--- config.mk ---
export PLATFORM = sky130hd
export DESIGN_NAME = kway_kmer_merge_threshold_top
export DESIGN_NICKNAME = d
export VERILOG_FILES = /design/src/rtl/core/kkm_pkg.sv /design/src/rtl/core/kkm_head_store.sv /design/src/rtl/core/kkm_min_unit.sv /design/src/rtl/core/kway_kmer_merge_threshold_top.sv
export SDC_FILE = /design/constraint.sdc
export NUM_CORES = 1
export LEC_CHECK = 0
export BUFFER_PORTS_ARGS = -buffer_cell sky130_fd_sc_hd__clkbuf_2
export CAP_MARGIN = 20
export CORE_MARGIN = 2
export CORE_UTILIZATION = 58
export CTS_CLUSTER_SIZE = 16
export DETAILED_ROUTE_END_ITERATION = 6
export PLACE_DENSITY = 0.76
export SYNTH_ARGS = -nofsm -noshare
export SYNTH_HDL_FRONTEND = slang
export SYNTH_HIERARCHICAL = 1
export SYNTH_SLANG_ARGS = --single-unit
--- constraint.sdc ---
create_clock -name clock -period 14.3 [get_ports clock]
set_input_delay 2.145 -clock clock [delete_from_list [all_inputs] [get_ports clock]]
set_output_delay 2.145 -clock clock [all_outputs]
set_load 0.02 [all_outputs]
--- src/rtl/core/kkm_pkg.sv ---
// Shared widths, codes and types of the k-way k-mer merge block.
package kkm_pkg;

   localparam int KMER_W   = 62;
   localparam int COUNT_W  = 31;
   localparam int STREAM_W = 3;
   localparam int MASK_W   = 8;
   localparam int CSR_W    = 4;
   localparam int CNT_W    = 4;
   localparam int MAX_LANES = 8;

   localparam logic KIND_HEAD = 1'b0;
   localparam logic KIND_END  = 1'b1;

   localparam logic REG_MIN_STREAMS  = 1'b0;
   localparam logic REG_STREAM_COUNT = 1'b1;

   typedef struct packed {
      logic clear;
      logic valid;
      logic present;
   } scan_ctl_type;

endpackage

--- src/rtl/core/kkm_head_store.sv ---
// Head record store: one k-mer and one abundance per stream, one write and one read port.
module kkm_head_store #(
   parameter int LANES = 8,
   parameter int KW    = 62
) (
   input  logic                        clock,
   input  logic                        wr_en,
   input  logic [$clog2(LANES)-1:0]    wr_addr,
   input  logic [KW-1:0]               wr_kmer,
   input  logic [kkm_pkg::COUNT_W-1:0] wr_count,
   input  logic [$clog2(LANES)-1:0]    rd_addr,
   output logic [KW-1:0]               rd_kmer,
   output logic [kkm_pkg::COUNT_W-1:0] rd_count
);
   import kkm_pkg::*;

   logic [KW-1:0]      kmer_mem_ff  [LANES];
   logic [COUNT_W-1:0] count_mem_ff [LANES];
   logic [KW-1:0]      rd_kmer_ff;
   logic [COUNT_W-1:0] rd_count_ff;

   always_ff @(posedge clock) begin
      if (wr_en) begin
         kmer_mem_ff[wr_addr]  <= wr_kmer;
         count_mem_ff[wr_addr] <= wr_count;
      end
      rd_kmer_ff  <= kmer_mem_ff[rd_addr];
      rd_count_ff <= count_mem_ff[rd_addr];
   end

   assign rd_kmer  = rd_kmer_ff;
   assign rd_count = rd_count_ff;

endmodule

--- src/rtl/core/kkm_min_unit.sv ---
// Shared comparator that folds one stream head a cycle into the running minimum, mask and count.
module kkm_min_unit #(
   parameter int LANES = 8,
   parameter int KW    = 62
) (
   input  logic                      clock,
   input  logic                      reset,
   input  kkm_pkg::scan_ctl_type     ctl,
   input  logic [LANES-1:0]          lane_onehot,
   input  logic [KW-1:0]             kmer,
   output logic [KW-1:0]             low_kmer,
   output logic [LANES-1:0]          mask,
   output logic [kkm_pkg::CNT_W-1:0] count
);
   import kkm_pkg::*;

   logic              have_ff, have_in;
   logic [KW-1:0]     min_ff, min_in;
   logic [LANES-1:0]  mask_ff, mask_in;
   logic [CNT_W-1:0]  cnt_ff, cnt_in;

   always_comb begin
      have_in = have_ff;
      min_in  = min_ff;
      mask_in = mask_ff;
      cnt_in  = cnt_ff;
      if (ctl.clear) begin
         have_in = 1'b0;
         mask_in = '0;
         cnt_in  = '0;
      end else if (ctl.valid && ctl.present) begin
         if (!have_ff || kmer < min_ff) begin
            have_in = 1'b1;
            min_in  = kmer;
            mask_in = lane_onehot;
            cnt_in  = CNT_W'(1);
         end else if (kmer == min_ff) begin
            mask_in = mask_ff | lane_onehot;
            cnt_in  = cnt_ff + CNT_W'(1);
         end
      end
   end

   always_ff @(posedge clock) begin
      if (reset) begin
         have_ff <= 1'b0;
         mask_ff <= '0;
         cnt_ff  <= '0;
      end else begin
         have_ff <= have_in;
         mask_ff <= mask_in;
         cnt_ff  <= cnt_in;
      end
      min_ff <= min_in;
   end

   assign low_kmer = min_ff;
   assign mask     = mask_ff;
   assign count    = cnt_ff;

endmodule

--- src/rtl/core/kway_kmer_merge_threshold_top.sv ---
// Top level of the k-way k-mer merge with abundance threshold and its sequencer.
//
//   Channel   Direction   Handshake              Word
//   req_      in          req_valid / req_ready  kind, stream, kmer, abundance
//   rsp_      out         rsp_valid / rsp_ready  kmer_out .. last
//   csr_      in          csr_wr_en              index, wdata
//
// A word that triggers no selection is taken and leaves the sequencer ready for the next word.
// A selection scans the active streams one per cycle through the single comparator and the
// single read port of the head store, then decides: a kept result gives a word per active
// stream (ST_EMIT_RD, ST_EMIT_WR), an unkept or done result a single word.
// Synchronous reset clears the control state and loads the register defaults; no clearing pass.
// A stalled result holds the sequencer; a new word is still taken while the last one waits.
module kway_kmer_merge_threshold_top #(
   parameter int NUM_STREAMS = 8,
   parameter int KMER_BASES  = 31
) (
   input  logic                         clock,
   input  logic                         reset,
   input  logic                         req_valid,
   output logic                         req_ready,
   input  logic                         req_kind,
   input  logic [kkm_pkg::STREAM_W-1:0] req_stream,
   input  logic [kkm_pkg::KMER_W-1:0]   req_kmer,
   input  logic [kkm_pkg::COUNT_W-1:0]  req_abundance,
   output logic                         rsp_valid,
   input  logic                         rsp_ready,
   output logic [kkm_pkg::KMER_W-1:0]   rsp_kmer_out,
   output logic [kkm_pkg::STREAM_W-1:0] rsp_stream_out,
   output logic [kkm_pkg::COUNT_W-1:0]  rsp_count_out,
   output logic                         rsp_kept,
   output logic [kkm_pkg::MASK_W-1:0]   rsp_refill_mask,
   output logic                         rsp_done_res,
   output logic                         rsp_last,
   input  logic                         csr_wr_en,
   input  logic                         csr_index,
   input  logic [kkm_pkg::CSR_W-1:0]    csr_wdata
);
   import kkm_pkg::*;

   localparam int LANES = (NUM_STREAMS < MAX_LANES) ? NUM_STREAMS : MAX_LANES;
   localparam int KW    = (KMER_BASES >= 31) ? KMER_W : 2 * KMER_BASES;
   localparam int AW    = $clog2(LANES);

   typedef enum logic [2:0] {
      ST_IDLE, ST_SCAN, ST_SCAN_END, ST_DECIDE,
      ST_EMIT_RD, ST_EMIT_WR, ST_EMIT_ONE, ST_EMIT_DONE
   } state_type;

   state_type            state_ff, state_in;
   logic [CSR_W-1:0]     min_streams_ff, min_streams_in;
   logic [CSR_W-1:0]     stream_count_ff, stream_count_in;
   logic [LANES-1:0]     present_ff, present_in;
   logic [LANES-1:0]     ended_ff, ended_in;
   logic                 finished_ff, finished_in;
   logic [AW-1:0]        idx_ff, idx_in;
   logic                 cmp_valid_ff, cmp_valid_in;
   logic [AW-1:0]        cmp_lane_ff, cmp_lane_in;
   logic                 rsp_valid_ff, rsp_valid_in;
   logic [KMER_W-1:0]    rsp_kmer_ff, rsp_kmer_in;
   logic [STREAM_W-1:0]  rsp_stream_ff, rsp_stream_in;
   logic [COUNT_W-1:0]   rsp_count_ff, rsp_count_in;
   logic                 rsp_kept_ff, rsp_kept_in;
   logic [MASK_W-1:0]    rsp_mask_ff, rsp_mask_in;
   logic                 rsp_done_ff, rsp_done_in;
   logic                 rsp_last_ff, rsp_last_in;

   logic [CSR_W-1:0]     active_n;
   logic [LANES-1:0]     active_mask;
   logic                 wr_en;
   logic [KW-1:0]        rd_kmer;
   logic [COUNT_W-1:0]   rd_count;
   scan_ctl_type         scan_ctl;
   logic [LANES-1:0]     cmp_onehot;
   logic [KW-1:0]        sel_kmer;
   logic [LANES-1:0]     min_mask;
   logic [CNT_W-1:0]     min_count;

   always_comb begin
      if (stream_count_ff == '0) begin
         active_n = CSR_W'(1);
      end else if (stream_count_ff > CSR_W'(LANES)) begin
         active_n = CSR_W'(LANES);
      end else begin
         active_n = stream_count_ff;
      end
      for (int i = 0; i < LANES; i++) begin
         active_mask[i] = (CSR_W'(i) < active_n);
      end
   end

   assign cmp_onehot = LANES'(1) << cmp_lane_ff;
   assign scan_ctl   = '{clear:   (state_ff == ST_IDLE),
                         valid:   cmp_valid_ff,
                         present: |(present_ff & cmp_onehot)};

   always_comb begin
      logic             accept;
      logic             ignore;
      logic [LANES-1:0] bit_s;
      logic [LANES-1:0] pres_new;
      logic [LANES-1:0] end_new;
      logic             out_free;
      logic             idx_last;
      logic             idx_hit;

      accept   = req_valid && (state_ff == ST_IDLE);
      bit_s    = LANES'(1) << req_stream;
      out_free = !rsp_valid_ff || rsp_ready;
      idx_last = (CSR_W'(idx_ff) == active_n - CSR_W'(1));
      idx_hit  = |(min_mask & (LANES'(1) << idx_ff));
      ignore   = finished_ff || !(CSR_W'(req_stream) < active_n)
                 || ((req_kind == KIND_HEAD) && ((ended_ff & bit_s) != '0));

      state_in        = state_ff;
      min_streams_in  = min_streams_ff;
      stream_count_in = stream_count_ff;
      present_in      = present_ff;
      ended_in        = ended_ff;
      finished_in     = finished_ff;
      idx_in          = idx_ff;
      cmp_valid_in    = 1'b0;
      cmp_lane_in     = idx_ff;
      rsp_valid_in    = rsp_valid_ff && !rsp_ready;
      rsp_kmer_in     = rsp_kmer_ff;
      rsp_stream_in   = rsp_stream_ff;
      rsp_count_in    = rsp_count_ff;
      rsp_kept_in     = rsp_kept_ff;
      rsp_mask_in     = rsp_mask_ff;
      rsp_done_in     = rsp_done_ff;
      rsp_last_in     = rsp_last_ff;
      wr_en           = accept && !ignore && (req_kind == KIND_HEAD);

      if (csr_wr_en) begin
         case (csr_index)
            REG_MIN_STREAMS:  min_streams_in  = csr_wdata;
            REG_STREAM_COUNT: stream_count_in = csr_wdata;
            default: ;
         endcase
      end

      if (req_kind == KIND_END) begin
         end_new  = ended_ff | bit_s;
         pres_new = present_ff & ~bit_s;
      end else begin
         end_new  = ended_ff;
         pres_new = present_ff | bit_s;
      end

      case (state_ff)
         ST_IDLE: begin
            idx_in = '0;
            if (accept && !ignore) begin
               present_in = pres_new;
               ended_in   = end_new;
               if (((pres_new | end_new) & active_mask) == active_mask) begin
                  if ((end_new & active_mask) == active_mask) begin
                     finished_in = 1'b1;
                     present_in  = '0;
                     state_in    = ST_EMIT_DONE;
                  end else begin
                     state_in = ST_SCAN;
                  end
               end
            end
         end
         ST_SCAN: begin
            cmp_valid_in = 1'b1;
            idx_in       = idx_ff + AW'(1);
            if (idx_last) begin
               state_in = ST_SCAN_END;
            end
         end
         ST_SCAN_END: begin
            state_in = ST_DECIDE;
         end
         ST_DECIDE: begin
            present_in = present_ff & ~min_mask;
            idx_in     = '0;
            if ({1'b0, min_count} >= {1'b0, min_streams_ff}) begin
               state_in = ST_EMIT_RD;
            end else begin
               state_in = ST_EMIT_ONE;
            end
         end
         ST_EMIT_RD: begin
            state_in = ST_EMIT_WR;
         end
         ST_EMIT_WR: begin
            if (out_free) begin
               rsp_valid_in  = 1'b1;
               rsp_kmer_in   = KMER_W'(sel_kmer);
               rsp_stream_in = STREAM_W'(idx_ff);
               rsp_count_in  = idx_hit ? rd_count : '0;
               rsp_kept_in   = 1'b1;
               rsp_mask_in   = MASK_W'(min_mask);
               rsp_done_in   = 1'b0;
               rsp_last_in   = idx_last;
               idx_in        = idx_ff + AW'(1);
               state_in      = idx_last ? ST_IDLE : ST_EMIT_RD;
            end
         end
         ST_EMIT_ONE: begin
            if (out_free) begin
               rsp_valid_in  = 1'b1;
               rsp_kmer_in   = KMER_W'(sel_kmer);
               rsp_stream_in = '0;
               rsp_count_in  = '0;
               rsp_kept_in   = 1'b0;
               rsp_mask_in   = MASK_W'(min_mask);
               rsp_done_in   = 1'b0;
               rsp_last_in   = 1'b1;
               state_in      = ST_IDLE;
            end
         end
         ST_EMIT_DONE: begin
            if (out_free) begin
               rsp_valid_in  = 1'b1;
               rsp_kmer_in   = '0;
               rsp_stream_in = '0;
               rsp_count_in  = '0;
               rsp_kept_in   = 1'b0;
               rsp_mask_in   = '0;
               rsp_done_in   = 1'b1;
               rsp_last_in   = 1'b1;
               state_in      = ST_IDLE;
            end
         end
         default: begin
            state_in = ST_IDLE;
         end
      endcase
   end

   always_ff @(posedge clock) begin
      if (reset) begin
         state_ff        <= ST_IDLE;
         min_streams_ff  <= CSR_W'(3);
         stream_count_ff <= CSR_W'(8);
         present_ff      <= '0;
         ended_ff        <= '0;
         finished_ff     <= 1'b0;
         idx_ff          <= '0;
         cmp_valid_ff    <= 1'b0;
         rsp_valid_ff    <= 1'b0;
      end else begin
         state_ff        <= state_in;
         min_streams_ff  <= min_streams_in;
         stream_count_ff <= stream_count_in;
         present_ff      <= present_in;
         ended_ff        <= ended_in;
         finished_ff     <= finished_in;
         idx_ff          <= idx_in;
         cmp_valid_ff    <= cmp_valid_in;
         rsp_valid_ff    <= rsp_valid_in;
      end
      cmp_lane_ff   <= cmp_lane_in;
      rsp_kmer_ff   <= rsp_kmer_in;
      rsp_stream_ff <= rsp_stream_in;
      rsp_count_ff  <= rsp_count_in;
      rsp_kept_ff   <= rsp_kept_in;
      rsp_mask_ff   <= rsp_mask_in;
      rsp_done_ff   <= rsp_done_in;
      rsp_last_ff   <= rsp_last_in;
   end

   kkm_head_store #(
      .LANES (LANES),
      .KW    (KW)
   ) u_head_store (
      .clock    (clock),
      .wr_en    (wr_en),
      .wr_addr  (req_stream[AW-1:0]),
      .wr_kmer  (req_kmer[KW-1:0]),
      .wr_count (req_abundance),
      .rd_addr  (idx_ff),
      .rd_kmer  (rd_kmer),
      .rd_count (rd_count)
   );

   kkm_min_unit #(
      .LANES (LANES),
      .KW    (KW)
   ) u_min_unit (
      .clock       (clock),
      .reset       (reset),
      .ctl         (scan_ctl),
      .lane_onehot (cmp_onehot),
      .kmer        (rd_kmer),
      .low_kmer    (sel_kmer),
      .mask        (min_mask),
      .count       (min_count)
   );

   assign req_ready       = (state_ff == ST_IDLE);
   assign rsp_valid       = rsp_valid_ff;
   assign rsp_kmer_out    = rsp_kmer_ff;
   assign rsp_stream_out  = rsp_stream_ff;
   assign rsp_count_out   = rsp_count_ff;
   assign rsp_kept        = rsp_kept_ff;
   assign rsp_refill_mask = rsp_mask_ff;
   assign rsp_done_res    = rsp_done_ff;
   assign rsp_last        = rsp_last_ff;

endmodule
# --- Word-level counts from Yosys, hierarchy flattened ---
# Memory sizes are Yosys's and may differ from the RTL's. A register that Yosys moved wholly into a read port is not among the register bits.
# Cells that the tools add are included.
# Widths: inputs -> output; s select.
classes:
  n_bitwise: 16
  mux: 46
  reduce_logical: 42
  n_div: 0
  multipliers: 0
  add_sub_neg: 3
  magnitude_cmp: 12
  shifts: 3
  n_eq_ne: 18
op_table:
  columns: ["op", "n"]
  rows:
  - ["$mux 62", 2]
  - ["$pmux 62 s2", 1]
  - ["$mux 31", 3]
  - ["$mux 8", 9]
  - ["$eq 62x62->1", 1]
  - ["$lt 62x62->1", 1]
  - ["$pmux 31 s2", 1]
  - ["$and 8x8->8", 7]
  - ["$or 8x8->8", 4]
  - ["$pmux 8 s2", 2]
  - ["$mux 3", 9]
  - ["$shl 1x3->8 const A", 3]
  - ["$pmux 3 s7", 1]
  - ["$eq 8x8->1", 2]
  - ["$lt 3x4->1 const A", 4]
  - ["$mux 4", 4]
  - ["$not 8->8", 2]
  - ["$reduce_or 8->1", 2]
  - ["$reduce_and 2->1", 7]
  - ["$eq 3x3->1 const B", 4]
  - ["$pmux 3 s3", 1]
  - ["$reduce_and 3->1", 3]
  - ["$lt 1x4->1 const A", 2]
  - ["$lt 2x4->1 const A", 2]
  - ["other kinds (28)", 63]
word_totals:
  reg_bits: 218
  mem_bits_ro: 0
  ramBits: 744
  n_memories: 2
  latchBits: 0
  elab_cells: 163
mem_list:
  columns: ["name", "words", "width", "rd", "rd_clocked_by_memory_dff", "write_ports", "line", "rtl"]
  rows:
  - ["u_head_store.kmer_mem_ff", 8, 62, 1, 1, 1, "kkm_head_store.sv:17", "logic [KW-1:0] kmer_mem_ff [LANES];"]
  - ["u_head_store.count_mem_ff", 8, 31, 1, 1, 1, "kkm_head_store.sv:18", "logic [COUNT_W-1:0] count_mem_ff [LANES];"]

# --- Logic depth before layout (Yosys ltp) ---
logic_depth:
  ltp_word: 12
  ltp_mapped: 12
  ltp_nobuf: 11

# --- Modules after synthesis ---
# The synthesis kept the hierarchy.
by_module_without_submodules:
  columns: ["mod", "area_per_inst_um2", "cells_per_inst", "n_inst"]
  rows:
  - ["kkm_head_store", 29827.4, 1181, 1]
  - ["kway_kmer_merge_threshold_top", 6346.1, 536, 1]
  - ["kkm_min_unit", 3996.3, 341, 1]

# --- Worst setup path after synthesis ---
# No wires, ideal clock.
synth_path:
  path_kind: "input-to-reg"
  from: "input port req_stream[2] (netlist name)"
  to: "memory u_head_store.count_mem_ff[0][0] (enable)"
  setup_ns: 0.660
  stages: 7
  arrival_ns: 9.970
  setup_slack_ns: 3.670
  required_time_ns: 13.640
  path_cell_list: "mux2_1 > a22o_1 > a2111oi_4 > nand3_1 > nor2_1 > nand2b_1 > nor3_1"
synth_between:
  elab_chain_len: 10
synth_lines:
  columns: ["item", "line", "rtl"]
  rows:
  - ["from (decl)", "kway_kmer_merge_threshold_top.sv:23", "input logic [kkm_pkg::STREAM_W-1:0] req_stream,"]
  - ["$shl 1x3->8", "kway_kmer_merge_threshold_top.sv:108", "bit_s = LANES'(1) << req_stream;"]
  - ["$and 8x8->8", "kway_kmer_merge_threshold_top.sv:113", "|| ((req_kind == KIND_HEAD) && ((ended_ff & bit_s) != '0));"]
  - ["$reduce_bool 8->1", "kway_kmer_merge_threshold_top.sv:113", null]
  - ["$logic_and 1x1->1", "kway_kmer_merge_threshold_top.sv:113", null]
  - ["$logic_or 1x1->1 *", "kway_kmer_merge_threshold_top.sv:113", null]
  - ["$logic_not 1->1 *", "kway_kmer_merge_threshold_top.sv:132", "wr_en = accept && !ignore && (req_kind == KIND_HEAD);"]
  - ["$logic_and 1x1->1 * (2 in series)", "kway_kmer_merge_threshold_top.sv:132", null]
  - ["net wr_en", "kway_kmer_merge_threshold_top.sv:70", "logic wr_en;"]
  - ["$mux 1 *", "kkm_head_store.sv:23", "if (wr_en) begin"]
  - ["$mux 1 (implied by the code) *", "kkm_head_store.sv:25", "count_mem_ff[wr_addr] <= wr_count;"]
  - ["to (decl)", "kkm_head_store.sv:18", null]
# Mark *: on every way through the listed nets, which the timed path passes. The rest lies on a longest branch.

# --- Worst setup path after layout ---
layout_path:
  from: "input port req_stream[2] (netlist name)"
  to: "memory u_head_store.kmer_mem_ff[0][42] (enable)"
layout_between:
  elab_chain_len: 10
layout_lines:
  columns: ["item", "line", "rtl"]
  rows:
  - ["$shl 1x3->8", "kway_kmer_merge_threshold_top.sv:108", null]
  - ["$and 8x8->8", "kway_kmer_merge_threshold_top.sv:113", null]
  - ["$reduce_bool 8->1", "kway_kmer_merge_threshold_top.sv:113", null]
  - ["$logic_and 1x1->1", "kway_kmer_merge_threshold_top.sv:113", null]
  - ["$logic_or 1x1->1 *", "kway_kmer_merge_threshold_top.sv:113", null]
  - ["$logic_not 1->1 *", "kway_kmer_merge_threshold_top.sv:132", null]
  - ["$logic_and 1x1->1 * (2 in series)", "kway_kmer_merge_threshold_top.sv:132", null]
  - ["net wr_en", "kway_kmer_merge_threshold_top.sv:70", null]
  - ["$mux 1 *", "kkm_head_store.sv:23", null]
  - ["$mux 1 (implied by the code) *", "kkm_head_store.sv:24", "kmer_mem_ff[wr_addr] <= wr_kmer;"]
  - ["to (decl)", "kkm_head_store.sv:17", null]
# Marks and branches as above.

==> flow_metrics.py <==
metrics = {
    "finish": {
        "most-common-layout-cells": "edfxtp_1, clkbuf_2, mux4_2",
        "final_util": 0.669,
        "area_growth_pct": 14.2,
        "drive_gt1_frac": 0.294,
        "fillCellCount": 4357,
        "final_common_cell": "edfxtp_1",
        "nNetsFinal": 2509,
    },
    "synth": {
        "syn_nets": 2244,
        "synthFlopType": "edfxtp_1",
        "yosysWarnings": 6,
        "syn-cell-area_mm2": 0.0402,
        "async_flop_share": 0,
        "ys_ff_latch": 1055,
        "ys_types": 73,
        "synth_edf_count": 913,
        "ys_seq_area_frac": 0.753,
        "syn_avg_cell_area_um2": 19.5,
        "synth_cells": 2058,
    },
    "drt": {
        "ant_nets": 0,
        "wire_per_inst_um": 24.5,
        "remaining_drc_errors": 4,
        "maxUsedRoutingLayer": "met5",
        "vias_per_cell": 5.94,
        "wl_met3_mm": 5.44,
        "num_vias": 19900,
        "dr.first_iter.drc_count": 1946,
        "wl_met1_mm": 34.0,
        "wl_mm": 81.9,
        "wl_met2_mm": 40.8,
        "firstDrtPassIters": 7,
    },
    "worst_setup_path": {
        "crit_path_max_fanout": 55,
        "worstPathRequired_ps": 14560,
        "cp.arrival_ps": 6170,
        "start_kind": "primary input",
        "critPathKind": "primary input to register",
        "endpoint_kind": "register",
    },
    "clock_tree": {
        "numClockSinks": 1055,
        "cts_buffers": 103,
        "clk_latency_ps": 660,
        "htree_levels": 3,
        "clockBufferDepth": 3,
        "cts_root_buffer": "clkbuf_16",
        "cts-hold-fix-buffers": 0,
        "cts_resized": 0,
        "cts_setup_buffers": 0,
        "clk_pin_slew_worst_paths_ps": 60,
        "cts_tree": "yes",
    },
    "sta": {
        "setup_viol": 0,
        "slew_headroom": 0.216,
        "period_needed_ps": 5910,
        "fin_skew_ps": 27.6,
        "post-route-period-util": 0.413,
        "final_max_slew_viol_count": 0,
        "tns_ps": 0,
        "worstMarginPinSlew_ps": 1180,
        "clock.fmax_ghz": 0.169,
        "grt_setup_unrepaired": "no",
        "finalHoldViolations": 0,
    },
    "global_route": {
        "gr-usage-all-layers": 0.234,
        "grt_pass1_vias": 20600,
        "grt_first_pass_wirelength_mm": 125,
        "overflow": 0,
        "grt_max_degree": 171,
        "antenna_found_initial": 9,
    },
    "floorplan": {
        "ioPinCount": 216,
        "rows": 96,
        "dieWidth_um": 267,
        "core_mm2": 0.0686,
        "start_util": 0.586,
        "die_y_um": 267,
        "die-area_mm2": 0.0714,
    },
    "job": {
        "max_cap_viol_count": 0,
    },
    "hold_path": {
        "hold_class": "register to register",
    },
    "placed_design": {
        "place_hpwl_mm": 47.5,
        "portBuffers": 215,
        "globalplace.congestion": 0.858,
    },
    "pwr": {
        "cellPowerDensity_mw_per_mm2": 137,
        "vdd_drop_max_mv": 0.132,
        "p_leak_uw": 0.0154,
    },
    "status": {
        "status": "finished, violations left",
        "violations": "DRC",
    },
}
-- cells in the mapped netlist (all sizes together), types with 3 or more instances --
master,number,area share
a2111oi,3,0.0013
a211oi,7,0.0014
a21o,4,0.00075
a21oi,54,0.0067
a221oi,4,0.00087
a222oi,3,0.00075
a22oi,5,0.00093
a31oi,6,0.0013
a32o,8,0.0020
a41oi,4,0.00087
and2,103,0.016
and3,5,0.00078
and3b,3,0.00065
and4,3,0.00065
buf,45,0.0080
clkbuf,40,0.0037
dfxtp,142,0.071
edfxtp,913,0.68
ha,79,0.025
inv,82,0.0077
mux2,94,0.026
mux2i,5,0.0012
mux4,186,0.10
nand2,49,0.0046
nand2b,13,0.0020
nand3,22,0.0027
nand4,19,0.0030
nor2,51,0.0048
nor2b,8,0.0012
nor3,19,0.0024
nor3b,6,0.0011
nor4,4,0.00062
nor4b,3,0.00065
o2111ai,6,0.0013
o21ai,18,0.0022
o22ai,3,0.00047
-- worst max-delay path, stage by stage --
cell	delay, ps
clkbuf_2	380
mux2_1	370
a22o_1	230
a2111oi_4	440
nand3_1	410
nor2_1	260
nand2b_1	250
nor3_2	180
buf_4	550
buf_4	850
-- power breakdown --
part           switching [uW]  internal [uW]  total, uW
registers                11.2           3370       3380
logic                    70.6           31.3        102
clock network            1100           1680       2790
total                    1190           5080       6270
-- cell families (layout without fill, tap and decap cells) --
family,after synthesis,after routing,synth area share
mux,285,285,0.132
xor+xnor,2,2,0.000436
fa+ha+maj,79,79,0.0246
buf+inv,167,521,0.0194
simple gates,316,316,0.0430
flops,1055,1055,0.753
other cells,0,4,0
compound gates,154,154,0.0274
-- path summary, 6_finish.rpt --
check                                                      start                                   endpoint  slack (ps)  cells past startpoint
worst max-delay path                               req_stream[2]  u_head_store/kmer_mem_ff[0][42]$_DFFE_PP_        8390                     10
worst min-delay path            u_head_store/rd_kmer[60]$_DFF_P_          u_min_unit/low_kmer[60]$_DFFE_PP_         440                      0
worst max register to register   stream_count_ff[3]$_SDFFE_PP1P_  u_head_store/kmer_mem_ff[0][42]$_DFFE_PP_        9620                     11
worst min register to register  u_head_store/rd_kmer[60]$_DFF_P_          u_min_unit/low_kmer[60]$_DFFE_PP_         440                      0
-- per-layer routing --
metal  GRT usage  up-vias
li1            -     8746
met1       0.323    10300
met2       0.386      679
met3      0.0436      103
met4      0.0691       12
met5           0        -
-- flip-flops by register name (all words and copies together), names as in the netlist, 8 cells and up --
register                   cells
u_head_store/rd_count         31
ended_ff                       8
u_head_store/rd_kmer          62
rsp_count_out                 31
u_min_unit/low_kmer           62
u_head_store/count_mem_ff    248
u_min_unit/mask                8
rsp_kmer_out                  62
rsp_refill_mask                8
u_head_store/kmer_mem_ff     496
present_ff                     8
-- through the flow --
stage | std cells | total power, uW | hold slack (ps) | worst slack [ps] | cell area (um^2)
3_5_place_dp | 3148 | 3540 | 422 | 7730 | 42300
3_3_place_gp | 3148 | 3540 | 422 | 7820 | 42300
6_report | 3347 | 6270 | 436 | 8390 | 45900
5_1_grt | 3345 | 6440 | 427 | 8110 | 45900
4_1_cts | 3342 | 6320 | 431 | 8420 | 45800
2_1_floorplan | 2058 | 3490 | 399 | 3670 | 40200
-- cell type report --
type                    instances  area (um^2)  share of cell area
clock buffers                 147         2940              0.0640
well taps                     931         1160              0.0254
clock inverters                47          621              0.0135
diodes                          4         10.0            0.000218
flip-flops and latches       1055        30300               0.660
repair buffers                245         1330              0.0289
multi-input cells             836         9220               0.201
inverters                      82          308             0.00671
Power figures use the tool's default switching activity.
